File: src/sv/acrs_pkg.sv
// Shared types, widths and constants of the adaptive Catmull-Rom segment core.
package acrs_pkg;

	localparam int CW       = 16;
	localparam int OW       = 17;
	localparam int NW       = 6;
	localparam int ADDR_W   = 3;
	localparam int DIV_BITS = 17;
	localparam int SEG_CAP_DEF = 16;

	localparam logic [ADDR_W-1:0] REG_LOW_POWER = 3'd0;

	localparam logic [15:0] CSQ_45 = 16'd32768;
	localparam logic [15:0] CSQ_30 = 16'd49152;
	localparam logic [15:0] CSQ_15 = 16'd61146;

	typedef struct packed {
		logic signed [CW-1:0] x0;
		logic signed [CW-1:0] y0;
		logic signed [CW-1:0] x1;
		logic signed [CW-1:0] y1;
		logic signed [CW-1:0] x2;
		logic signed [CW-1:0] y2;
		logic signed [CW-1:0] x3;
		logic signed [CW-1:0] y3;
	} acrs_quad_t;

	typedef struct packed {
		acrs_quad_t    pts;
		logic [NW-1:0] idx;
		logic [NW-1:0] n;
		logic          last;
	} acrs_job_t;

endpackage

File: src/sv/acrs_seq.sv
// Point sequencer: hold one segment and issue its points in order.
module acrs_seq import acrs_pkg::*; (
	input  logic          clk,
	input  logic          arst_n,
	input  logic          cnt_valid,
	output logic          cnt_take,
	input  acrs_quad_t    cnt_pts,
	input  logic [NW-1:0] cnt_n,
	input  logic          job_adv,
	output logic          job_valid,
	output acrs_job_t     job
);

	logic          busy_q;
	acrs_quad_t    pts_q;
	logic [NW-1:0] n_q, i_q;
	logic          at_end;

	assign at_end    = (i_q == n_q);
	assign cnt_take  = !busy_q || (job_adv && at_end);
	assign job_valid = busy_q;

	always_comb begin
		job.pts  = pts_q;
		job.idx  = i_q;
		job.n    = n_q;
		job.last = at_end;
	end

	always_ff @(posedge clk or negedge arst_n) begin
		if (!arst_n) begin
			busy_q <= 1'b0;
			i_q    <= '0;
		end else if (cnt_take) begin
			busy_q <= cnt_valid;
			i_q    <= '0;
		end else if (job_adv) begin
			i_q <= i_q + NW'(1);
		end
	end

	always_ff @(posedge clk) begin
		if (cnt_take && cnt_valid) begin
			pts_q <= cnt_pts;
			n_q   <= cnt_n;
		end
	end

endmodule

File: config.mk
export PLATFORM = sky130hd
export DESIGN_NAME = acrs_seq
export DESIGN_NICKNAME = d
export VERILOG_FILES = /design/src/sv/acrs_pkg.sv /design/src/sv/acrs_seq.sv
export SDC_FILE = /design/constraint.sdc
export NUM_CORES = 1
export LEC_CHECK = 0
export ABC_AREA = 1
export BUFFER_PORTS_ARGS = -buffer_cell sky130_fd_sc_hd__buf_2
export CAP_MARGIN = 20
export CORE_AREA = 2 2 108 110
export CTS_BUF_LIST = sky130_fd_sc_hd__clkbuf_8
export DETAILED_ROUTE_END_ITERATION = 8
export DIE_AREA = 0 0 110 112
export PLACE_DENSITY_LB_ADDON = 0.08
export SLEW_MARGIN = 30
export SYNTH_ARGS = -nofsm -noshare
export SYNTH_HDL_FRONTEND = slang
export SYNTH_SLANG_ARGS = --single-unit
File: constraint.sdc
create_clock -name clk -period 8.4 [get_ports clk]
set_input_delay 1.68 -clock clk [delete_from_list [all_inputs] [get_ports clk]]
set_output_delay 1.68 -clock clk [all_outputs]
set_load 0.005 [all_outputs]
==> metrics.log, run 1 <==
[metrics] Pwr per Cell Area: roughly 220 mW/mm2
[metrics] die height: around 110 um
[metrics] routed via count: between 2000 and 3000
[metrics] required time at the worst-slack endpoint: between 6000 and 7000 ps
[metrics] average via count per standard cell: roughly 4.2
[metrics] Reg-to-Reg Start: i_q[0]
[metrics] peak clock frequency supported by timing: roughly 0.26 GHz
[metrics] clock tree buffer depth: 2
[metrics] clock skew after layout: around 8.0 ps
[metrics] Area Growth Syn to Fin: 43.0%
[metrics] critical path start-end classification: in2out
[metrics] number of hold violations in the final report: 0
[metrics] # H-tree levels: 4
[metrics] placed wire-length estimate: 7.84 mm
[metrics] initial core utilization: between 40 and 50%
[metrics] boundary pin count: 281
[metrics] hold buffer count at cts: 0
[metrics] layout filler cell count: a little under 900
[metrics] summed instance area of the synthesized netlist: 0.00453 mm2
[metrics] number of standard cells after synthesis: 210
[metrics] largest net degree at the start of global routing: 83
[metrics] first-pass GRT wire length: roughly 15 mm
[metrics] most common library cell in the layout ignoring fill and taps: sky130_fd_sc_hd__buf_2
[metrics] final layout net count: roughly 650
[metrics] clock slew at the register clock pins of the worst setup and hold paths: around 70 ps
[metrics] kind of launch point of the worst setup path: input port
[metrics] Setup crit end kind: output pin
[metrics] transition time at the pin with the least slew margin: a little over 700 ps
[metrics] All-Layer GR Usage: between 10% and 20%
[metrics] library cells used by synthesis: 15
[metrics] number of remaining DRC errors: 0
[metrics] Detail Route met3 WL: around 1.3 mm
[metrics] number of CTS-inserted buffers: 17
[metrics] Final setup violation count: 0
[metrics] remaining global-route overflow: 0
[metrics] drt first pass iters: 4
[metrics] number of buffers added on ports: 280
[metrics] terminus of the critical flop-to-flop path: job[62]
[metrics] Metal-1 WL: around 3.5 mm
[metrics] most used cells in the layout excluding fill and tap cells: sky130_fd_sc_hd__buf_2 (280), sky130_fd_sc_hd__edfxtp_1 (134), sky130_fd_sc_hd__nand2_1 (24)
[metrics] final slew viol count: 0
[metrics] final antenna-violating net count: 0
[metrics] WHS Endpoint: i_q[5]
[metrics] sum of negative setup slack: 0 ps
[metrics] chip width: around 110 um
[metrics] Hold Path Stages: 2
[metrics] worst endpoint data arrival time: ~2200 ps
[metrics] worst reg2reg setup slack: around 5700 ps
[metrics] worst-case headroom to the max-slew limit: between 50% and 60%
[metrics] buffer type at the clock tree root: sky130_fd_sc_hd__clkbuf_8
[metrics] final weighted congestion in routability-driven placement: between 0.8 and 0.9
[metrics] Synth Warn #: 0
[metrics] area of the placeable core: roughly 0.011 mm2
[metrics] path class of the lowest-slack min-delay path: reg2reg
[metrics] average cell area after synthesis: ~22 um2
[metrics] sink count of the clock tree: 141
[metrics] number of buffers inserted by post-CTS setup repair: 0
[metrics] fraction of final layout cells with drive strength greater than 1: roughly three fifths
[metrics] highest routed layer: met4
[metrics] Overall Power: 1.42 mW
[metrics] met2 layer wire length in the routed design: roughly 5.2 mm
[metrics] Rows: 39
[metrics] net count of the mapped netlist: about 350
[metrics] overall die area: 0.0123 mm2
[metrics] Max-Cap Viols: 0
[metrics] sequential cell area: 0.00420 mm2
[metrics] worst skew pair latency: 430 ps
[metrics] number of diodes added for antenna fixing: 0
[metrics] area of the multi-input gates: 264 um2
[metrics] violation count after the first detailed-routing iteration: 140
[metrics] post-cts repair resize count: 0
[metrics] largest driver fanout on the critical path: 6
[metrics] hold_sp: i_q[5]
[metrics] final worst-path cycle share: between 40% and 50%
[metrics] outcome: finished clean
[metrics] Pleak: between 2 and 3 nW
[metrics] cell depth of the worst flop-to-flop path: 10
[metrics] CTS tree: yes
[metrics] flops & latches, synth: 141
[metrics] initial antenna violation count: 0
[metrics] maximum VDD drop: 0.000164 V
[metrics] vias in the first global route: approximately 3000
[metrics] share of synthesized area occupied by flip-flops and latches: slightly above 90%
[metrics] final period demand of the worst path: ~3900 ps
[metrics] setup repair after global routing missed its margin: no
[metrics] post-detailed-routing wire length: a little over 10 mm
[metrics] post-DR wirelength/cell: 15.4 um
-- synthesized netlist by cell type --
library cell / count / area share, %
sky130_fd_sc_hd__buf_4: 1 / 0.17
sky130_fd_sc_hd__dfrtp_1: 7 / 3.9
sky130_fd_sc_hd__edfxtp_1: 134 / 89
sky130_fd_sc_hd__ha_1: 1 / 0.28
sky130_fd_sc_hd__inv_1: 13 / 1.1
sky130_fd_sc_hd__inv_2: 3 / 0.25
sky130_fd_sc_hd__nand2_1: 24 / 2.0
sky130_fd_sc_hd__nand2_2: 4 / 0.55
sky130_fd_sc_hd__nand3_1: 3 / 0.33
sky130_fd_sc_hd__nand3_2: 1 / 0.22
sky130_fd_sc_hd__nand4_1: 1 / 0.14
sky130_fd_sc_hd__nor2_1: 9 / 0.75
sky130_fd_sc_hd__nor2_2: 4 / 0.55
sky130_fd_sc_hd__o21bai_1: 2 / 0.33
sky130_fd_sc_hd__xor2_1: 3 / 0.58
-- cell type report --
type                            instances  share of cell area [%]
Sequential cell                       141                    64.9
Clock buffer                           17                    3.62
Multi-Input combinational cell         52                    4.08
Clock inverter                         15                    1.78
Timing Repair Buffer                  282                    21.9
Inverter                               16                   0.928
Tap cell                              143                    2.76
-- worst max-delay path by stage --
stage | start | endpoint | slack [ps] | cells past startpoint
4_1_cts | job_adv | cnt_take | 4530 | 4
3_5_place_dp | job_adv | job[92] | 4420 | 7
6_report | job_adv | cnt_take | 4540 | 4
2_1_floorplan | job_adv | job[100] | 2640 | 4
3_3_place_gp | job_adv | job[55] | 4470 | 7
5_1_grt | job_adv | cnt_take | 4480 | 4
-- critical path, stage by stage --
cell and delay (ps):
sky130_fd_sc_hd__buf_2 120, sky130_fd_sc_hd__nand4_1 110, sky130_fd_sc_hd__nand2_2 140, sky130_fd_sc_hd__buf_2 130
-- metrics by stage --
step | hold WS (ps) | area [um2] | util, % | worst slack, ps | std cells
detailed placement | 608 | 6120 | 54.8 | 4420 | 634
CTS | 626 | 6470 | 57.9 | 4530 | 666
finish | 619 | 6470 | 57.9 | 4540 | 666
floorplan | 581 | 4530 | - | 2640 | 210
global placement | 591 | 6120 | 54.8 | 4470 | 634
global route | 661 | 6470 | 57.9 | 4480 | 666
-- flip-flops by register name, indices dropped and copies added (netlist names) --
name       flops
i_q            6
job          128
n_q            6
job_valid      1
-- routing by layer --
metal | vias up | GRT usage (%)
met1 | 1262 | 16.6
met3 | 22 | 9.78
met4 | 0 | 8.61
li1 | 1373 | -
met2 | 173 | 27.9
met5 | - | 0
-- cells by family after synthesis --
kind of cell | Yosys count | synth area share, %
xor gates and xnor gates | 3 | 0.581
DFF | 141 | 92.8
AOI/OAI and AO/OA | 2 | 0.332
adders and majority gates | 1 | 0.276
buffers and inverters | 17 | 1.49
and+or+nand+nor | 46 | 4.53
-- report_power, final --
group          internal, mW  switching, mW
logic                0.0579         0.0592
registers             0.798         0.0203
clock network         0.252          0.229
No activity file was read; power rests on OpenSTA's default activity.
==> run 2, diff against run 1 <==
--- a/config.mk
+++ b/config.mk
@@ -5,13 +5,12 @@
 export SDC_FILE = /design/constraint.sdc
 export NUM_CORES = 1
 export LEC_CHECK = 0
-export ABC_AREA = 1
+export ABC_AREA = 0
 export BUFFER_PORTS_ARGS = -buffer_cell sky130_fd_sc_hd__buf_2
 export CAP_MARGIN = 20
-export CORE_AREA = 2 2 108 110
+export CORE_UTILIZATION = 39
 export CTS_BUF_LIST = sky130_fd_sc_hd__clkbuf_8
 export DETAILED_ROUTE_END_ITERATION = 8
-export DIE_AREA = 0 0 110 112
 export PLACE_DENSITY_LB_ADDON = 0.08
 export SLEW_MARGIN = 30
 export SYNTH_ARGS = -nofsm -noshare
==> constraint.sdc (replaced) <==
create_clock -name clk -period 3.4 [get_ports clk]
set_input_delay 0.68 -clock clk [delete_from_list [all_inputs] [get_ports clk]]
set_output_delay 0.68 -clock clk [all_outputs]
set_load 0.005 [all_outputs]
==> metrics.log, run 2 <==
[metrics] number of CTS-inserted buffers: 17 (unchanged)
[metrics] # H-tree levels: 4 (unchanged)
[metrics] post-detailed-routing wire length: 10.2 mm (-0.91%)
[metrics] Overall Power: 3.57 mW (+150%)
[metrics] non-filler instance count after layout: 629 (-5.6%)
[metrics] worst-case headroom to the max-slew limit: 73.5% (+21 points)
[metrics] Setup crit end kind: output pin
[metrics] buffer type at the clock tree root: sky130_fd_sc_hd__clkbuf_8
[metrics] worst endpoint data arrival time: 1700 ps (-480 ps)
[metrics] Max-Cap Viols: 0 (unchanged)
[metrics] flops & latches, synth: 141 (unchanged)
[metrics] Post-synth EDFFs: 134 (unchanged)
[metrics] cell depth of the worst flop-to-flop path: 5 (-5)
[metrics] required time at the worst-slack endpoint: 2720 ps (-4000 ps)
[metrics] violation count after the first detailed-routing iteration: 85 (-39%)
[metrics] Largest delay share family, worst path: flip-flops
[metrics] Synth Warn #: 0 (unchanged)
[metrics] final layout net count: 615 (-5.2%)
[metrics] peak clock frequency supported by timing: roughly 0.42 GHz
[metrics] path class of the lowest-slack min-delay path: in2async
[metrics] area of the placeable core: 0.0109 mm2 (-2.1%)
[metrics] clock tree buffer depth: 2 (unchanged)
[metrics] worst skew pair latency: 430 ps (about the same)
[metrics] library cells used by synthesis: 16 (+1)
[metrics] dominant synthesized flop cell: sky130_fd_sc_hd__edfxtp_1
[metrics] biggest cell delay along the critical path: 450 ps (+310 ps)
[metrics] transition time at the pin with the least slew margin: 397 ps (-313 ps)
[metrics] final period demand of the worst path: about 2400 ps
[metrics] startpoint of the most critical setup path: i_q[1]
[metrics] post-cts repair resize count: 0 (unchanged)
[metrics] CTS tree: yes
[metrics] total non-filler cell area in the finished layout: 0.00642 mm2 (-0.77%)
[metrics] critical path start-end classification: reg2out
[metrics] number of diodes added for antenna fixing: 0 (unchanged)
[metrics] setup repair after global routing missed its margin: no
[metrics] met2 layer wire length in the routed design: 5.18 mm (-0.48%)
[metrics] maximum VDD drop: 0.000251 V (+53%)
[metrics] number of remaining DRC errors: 0 (unchanged)
[metrics] first-pass GRT wire length: 14.0 mm (-5.2%)
[metrics] Detail Route met3 WL: 1.29 mm (-4.2%)
[metrics] logic depth of the worst setup path including buffers: 4 (unchanged)
[metrics] average cell area after synthesis: 25.1 um2 (+17%)
[metrics] clock skew after layout: 7.68 ps (-0.321 ps)
[metrics] final worst-path cycle share: between 70% and 80%
[metrics] fraction of final layout cells with drive strength greater than 1: 64.6% (+3.8 points)
[metrics] post-DR wirelength/cell: 16.2 um (+4.9%)
[metrics] share of synthesized registers carrying an async set or reset: 4.96% (unchanged)
[metrics] dominant cells by area after synthesis: sky130_fd_sc_hd__edfxtp_1 (91%), sky130_fd_sc_hd__dfrtp_1 (4.0%), sky130_fd_sc_hd__xnor2_1 (1.2%)
[metrics] clock slew at the register clock pins of the worst setup and hold paths: 80 ps (about the same)
[metrics] share of synthesized area occupied by flip-flops and latches: 94.9% (+2.1 points)
[metrics] Reg-to-Reg Start: i_q[1]
[metrics] chain of cells forming the critical path: xnor2_1 -> nand4_1 -> o21ai_2 -> buf_2
[metrics] terminus of the critical flop-to-flop path: job[78]
[metrics] Area Growth Syn to Fin: 45.1%
[metrics] list of most frequent post-synthesis cells: sky130_fd_sc_hd__edfxtp_1 (134), sky130_fd_sc_hd__dfrtp_1 (7), sky130_fd_sc_hd__xnor2_1 (6)
[metrics] drt first pass iters: 4 (unchanged)
[metrics] share of the synthesized area in the top cell type: 90.9% (+2.0 points)
[metrics] boundary pin count: 281 (unchanged)
[metrics] chip width: 109 um (-1.3%)
[metrics] placed wire-length estimate: 7.67 mm (-2.1%)
[metrics] Pleak: 2.68 nW (-5.0%)
[metrics] dominant cell by count in the synthesized netlist: sky130_fd_sc_hd__edfxtp_1
[metrics] worst reg2reg setup slack: 1110 ps (-4560 ps)
[metrics] number of buffers added on ports: 280 (unchanged)
[metrics] buffers and inverters on the worst path: 1 (-1)
[metrics] Final setup violation count: 0 (unchanged)
[metrics] sink count of the clock tree: 141 (unchanged)
[metrics] largest driver fanout on the critical path: 7 (+1)
[metrics] initial antenna violation count: 0 (unchanged)
[metrics] final antenna-violating net count: 0 (unchanged)
[metrics] Finished Core Util: 58.7% (+0.81 points)
[metrics] most common library cell in the layout ignoring fill and taps: sky130_fd_sc_hd__buf_2
[metrics] remaining global-route overflow: 0 (unchanged)
[metrics] overall die area: 0.0118 mm2 (-4.4%)
[metrics] die height: 109 um (-3.1%)
[metrics] Rows: 38 (-2.6%)
[metrics] kind of launch point of the worst setup path: register
[metrics] summed instance area of the synthesized netlist: 0.00443 mm2 (-2.2%)
[metrics] highest routed layer: met4
[metrics] net count of the mapped netlist: 315 (-9.7%)
[metrics] initial core utilization: 40.5% (about the same)
[metrics] vias in the first global route: 2788 (-4.4%)
[metrics] total placed instance area: 0.00604 mm2 (-1.3%)
[metrics] number of standard cells after synthesis: 176 (-16%)
[metrics] final weighted congestion in routability-driven placement: 0.788 (-3.1%)
[metrics] number of flip-flops under the largest register name: 128 (unchanged)
[metrics] post-placement cell count: 597 (-5.8%)
[metrics] Metal-1 WL: 3.41 mm (-1.6%)
[metrics] All-Layer GR Usage: 17.2% (+0.22 points)
[metrics] routed via count: 2798 (-1.1%)
[metrics] Critical Path Slowest Stage Cell: sky130_fd_sc_hd__dfrtp_1
[metrics] number of hold violations in the final report: 0 (unchanged)
[metrics] sum of negative setup slack: 0 ps (unchanged)
[metrics] most used cells in the layout excluding fill and tap cells: sky130_fd_sc_hd__buf_2 (280), sky130_fd_sc_hd__edfxtp_1 (134), sky130_fd_sc_hd__clkbuf_8 (17)
[metrics] average via count per standard cell: 4.45 (+4.7%)
[metrics] Yosys top cell by area: sky130_fd_sc_hd__edfxtp_1
[metrics] number of buffers inserted by post-CTS setup repair: 0 (unchanged)
[metrics] Pwr per Cell Area: 557 mW/mm2 (+150%)
[metrics] final slew viol count: 0 (unchanged)
[metrics] hold buffer count at cts: 0 (unchanged)
[metrics] outcome: finished clean
[metrics] largest net degree at the start of global routing: 63 (-24%)
[run 2: cell families (layout without fill, tap and decap cells)]
group	count (synthesis)	in the layout	share of synthesized area, %
buffers and inverters	3	316	0.339
DFF	141	141	94.9
and+or+nand+nor	18	18	2.04
AOI/OAI and AO/OA	3	3	0.481
xor gates and xnor gates	10	10	1.98
adders and majority gates	1	1	0.283
[run 2: how the worst max path moves through the flow]
stage                to
3_5_place_dp    job[83]
2_1_floorplan  job[100]
5_1_grt        cnt_take
3_3_place_gp    job[78]
4_1_cts        cnt_take
6_report       cnt_take
[run 2: area by class of cell]
type                    count  area, um2
clock buffers              17        234
clock inverters            15        150
fillers                   905       4510
inverters                   2       7.51
multi-input cells          32        214
flip-flops and latches    141       4200
well taps                 140        175
repair buffers            282       1440
[run 2: per-stage QoR]
stage	hold slack, ps	setup slack (ps)
global route	47.1	840
finish	77.2	1020
detailed placement	523	1050
global placement	523	1080
CTS	40.4	971
floorplan	384	255
[run 2: layer usage]
layer  vias to the layer above  global-route usage, %
met3                        21                   9.76
li1                       1291                      -
met2                       181                   27.8
met1                      1305                   16.9
met4                         0                   10.7
met5                         -                      0
[run 2: power by group]
part           switching [mW]  internal, mW
registers              0.0513          1.98
logic                   0.129         0.148
clock network           0.623         0.647
total                   0.803          2.77
==> run 3, diff against run 2 <==
--- a/config.mk
+++ b/config.mk
@@ -5,10 +5,10 @@
 export SDC_FILE = /design/constraint.sdc
 export NUM_CORES = 1
 export LEC_CHECK = 0
-export ABC_AREA = 0
+export ABC_AREA = 1
 export BUFFER_PORTS_ARGS = -buffer_cell sky130_fd_sc_hd__buf_2
 export CAP_MARGIN = 20
-export CORE_UTILIZATION = 39
+export CORE_UTILIZATION = 40
 export CTS_BUF_LIST = sky130_fd_sc_hd__clkbuf_8
 export DETAILED_ROUTE_END_ITERATION = 8
 export PLACE_DENSITY_LB_ADDON = 0.08
==> constraint.sdc (replaced) <==
create_clock -name clk -period 2.1 [get_ports clk]
set_input_delay 0.42 -clock clk [delete_from_list [all_inputs] [get_ports clk]]
set_output_delay 0.42 -clock clk [all_outputs]
set_load 0.005 [all_outputs]
==> metrics.log, run 3 (synthesis gave the netlist of run 1 again) <==
[metrics] number of buffers added on ports: 280 (unchanged)
[metrics] number of diodes added for antenna fixing: 0 (unchanged)
[metrics] number of remaining DRC errors: 0 (unchanged)
[metrics] most used cells in the layout excluding fill and tap cells: sky130_fd_sc_hd__buf_2 (280), sky130_fd_sc_hd__edfxtp_1 (134), sky130_fd_sc_hd__nand2_1 (24)
[metrics] initial core utilization: 41.4% (+0.92 points)
[metrics] placed wire-length estimate: 8.00 mm (+4.3%)
[metrics] sink count of the clock tree: 141 (unchanged)
[metrics] outcome: finished clean
[metrics] kind of launch point of the worst setup path: register
[metrics] All-Layer GR Usage: 17.9% (+0.76 points)
[metrics] number of hold violations in the final report: 0 (unchanged)
[metrics] worst-case hold slack: 170 ps (+92.5 ps)
[metrics] area of the placeable core: 0.0109 mm2 (unchanged)
[metrics] routed via count: 2902 (+3.7%)
[metrics] number of flip-flops under the largest register name: 128 (unchanged)
[metrics] biggest cell delay along the critical path: 440 ps (about the same)
[metrics] path class of the lowest-slack min-delay path: in2reg
[metrics] initial antenna violation count: 0 (unchanged)
[metrics] logic depth of the worst setup path including buffers: 8 (+4)
[metrics] required time at the worst-slack endpoint: 2170 ps (-550 ps)
[metrics] non-filler instance count after layout: 666 (+5.9%)
[metrics] worst reg2reg setup slack: 190 ps (-920 ps)
[metrics] final layout net count: 654 (+6.3%)
[metrics] CTS tree: yes
[metrics] chain of cells forming the critical path: nand2_1 -> nand2_1 -> nor2_2 -> nand3_2 -> nand2_2 -> nand2_2 -> nor2_4 -> buf_12
[metrics] peak clock frequency supported by timing: 0.524 GHz
[metrics] terminus of the critical flop-to-flop path: job[135]
[metrics] worst skew pair latency: 420 ps (about the same)
[metrics] total placed instance area: 0.00614 mm2 (+1.8%)
[metrics] total non-filler cell area in the finished layout: 0.00651 mm2 (+1.4%)
[metrics] Pleak: 2.82 nW (+5.4%)
[metrics] violation count after the first detailed-routing iteration: 101 (+19%)
[metrics] buffers and inverters on the worst path: 1 (unchanged)
[metrics] vias in the first global route: 2913 (+4.5%)
[metrics] clock skew after layout: 7.17 ps (-0.510 ps)
[metrics] worst endpoint data arrival time: 1980 ps (+280 ps)
[metrics] largest driver fanout on the critical path: 79 (+72)
[metrics] post-detailed-routing wire length: 10.7 mm (+4.9%)
[metrics] post-placement cell count: 631 (+5.7%)
[metrics] critical path endpoint: job[135]
[metrics] Area Growth Syn to Fin: 43.8%
[metrics] Rows: 38 (unchanged)
[metrics] Largest delay share family, worst path: simple AND/OR/NAND/NOR gates
[metrics] largest net degree at the start of global routing: 80 (+27%)
[metrics] drt first pass iters: 4 (unchanged)
[metrics] worst-case headroom to the max-slew limit: 70.1% (-3.4 points)
[metrics] chip width: 108 um (-0.15%)
[metrics] layout filler cell count: 878 (-3.0%)
[metrics] buffer type at the clock tree root: sky130_fd_sc_hd__clkbuf_8
[metrics] post-DR wirelength/cell: 16.0 um (-0.89%)
[metrics] Hold Path Stages: 1
[metrics] Critical Path Slowest Stage Cell: sky130_fd_sc_hd__dfrtp_2
[metrics] overall die area: 0.0117 mm2 (-0.29%)
[metrics] most common library cell in the layout ignoring fill and taps: sky130_fd_sc_hd__buf_2
[metrics] cell depth of the worst flop-to-flop path: 8 (+3)
[metrics] critical path start-end classification: reg2reg
[metrics] final weighted congestion in routability-driven placement: 0.835 (+6.0%)
[metrics] clock tree buffer depth: 2 (unchanged)
[metrics] average via count per standard cell: 4.36 (-2.0%)
[metrics] maximum VDD drop: 0.000427 V (+70%)
[metrics] # H-tree levels: 4 (unchanged)
[metrics] number of CTS-inserted buffers: 17 (unchanged)
[metrics] Pwr per Cell Area: 861 mW/mm2 (+55%)
[metrics] boundary pin count: 281 (unchanged)
[metrics] fraction of final layout cells with drive strength greater than 1: 62.0% (-2.6 points)
[metrics] setup repair after global routing missed its margin: no
[metrics] final slew viol count: 0 (unchanged)
[metrics] die height: 108 um (-0.15%)
[metrics] final antenna-violating net count: 0 (unchanged)
[metrics] Reg-to-Reg Start: i_q[2]
[metrics] clock slew at the register clock pins of the worst setup and hold paths: 70 ps (about the same)
[metrics] Max-Cap Viols: 0 (unchanged)
[metrics] final worst-path cycle share: approximately 91%
[metrics] transition time at the pin with the least slew margin: 448 ps (+50.4 ps)
[metrics] Setup crit end kind: register
[metrics] Final setup violation count: 0 (unchanged)
[metrics] startpoint of the most critical setup path: i_q[2]
[metrics] final period demand of the worst path: around 1900 ps
[metrics] remaining global-route overflow: 0 (unchanged)
[metrics] first-pass GRT wire length: 14.9 mm (+6.8%)
-- run 3: worst register-to-register path, stage by stage (launching register included) --
cell and delay [ps]:
sky130_fd_sc_hd__dfrtp_2 440, sky130_fd_sc_hd__nand2_1 80, sky130_fd_sc_hd__nand2_1 60, sky130_fd_sc_hd__nor2_2 140, sky130_fd_sc_hd__nand3_2 100, sky130_fd_sc_hd__nand2_2 90
sky130_fd_sc_hd__nand2_2 70, sky130_fd_sc_hd__nor2_4 140, sky130_fd_sc_hd__buf_12 350
-- run 3: power by group --
part           switching (mW)  internal, mW  total (mW)
sequential             0.0721          3.20        3.27
clock                   0.924         0.885        1.81
combinational           0.266         0.260       0.526
total                    1.26          4.34        5.60
-- run 3: final cells by class --
type,count,area (um2),share of cell area [%]
Multi-Input combinational cell,52,269,4.13
Sequential cell,141,4200,64.6
Timing Repair Buffer,287,1480,22.8
Clock buffer,17,234,3.59
Tap cell,140,175,2.69
Clock inverter,13,87.6,1.35
Inverter,16,60.1,0.923
-- run 3: worst min path at each step --
stage	from	endpoint	slack [ps]
3_3_place_gp	arst_n	i_q[2]	280
4_1_cts	cnt_pts[86]	job[99]	140
6_report	cnt_pts[65]	job[78]	170
2_1_floorplan	arst_n	i_q[0]	120
3_5_place_dp	arst_n	i_q[2]	270
5_1_grt	cnt_pts[120]	job[133]	130
-- run 3: repair_timing --
| action | in CTS | in global routing |
|---|---|---|
| setup endpoints to repair | 0 | 1 |
| buffers inserted | 0 | 4 |
| hold buffers | 1 | 0 |
| gates resized for setup | 0 | 2 |
| endpoints found under the hold margin | 7 | 0 |
-- run 3: per-layer routing --
| metal | global-route usage [%] | part of all wire, % | wire length [um] | vias to the layer above |
|---|---|---|---|---|
| li1 | - | - | - | 1375 |
| met1 | 17.9 | 36 | 3790 | 1335 |
| met2 | 30.3 | 51 | 5420 | 172 |
| met3 | 8.92 | 11 | 1180 | 20 |
| met4 | 9.94 | 2.6 | 278 | 0 |
| met5 | 0 | 0 | 0 | - |
-- run 3: per-stage QoR --
stage	worst slack, ps	setup TNS, ps	total power [mW]	utilization (%)
floorplan	-1200	-161280	3.54	-
global placement	242	0	3.81	56.2
detailed placement	170	0	3.83	56.2
CTS	49.3	0	5.64	59.2
global route	45.4	0	5.84	59.5
finish	192	0	5.60	59.5
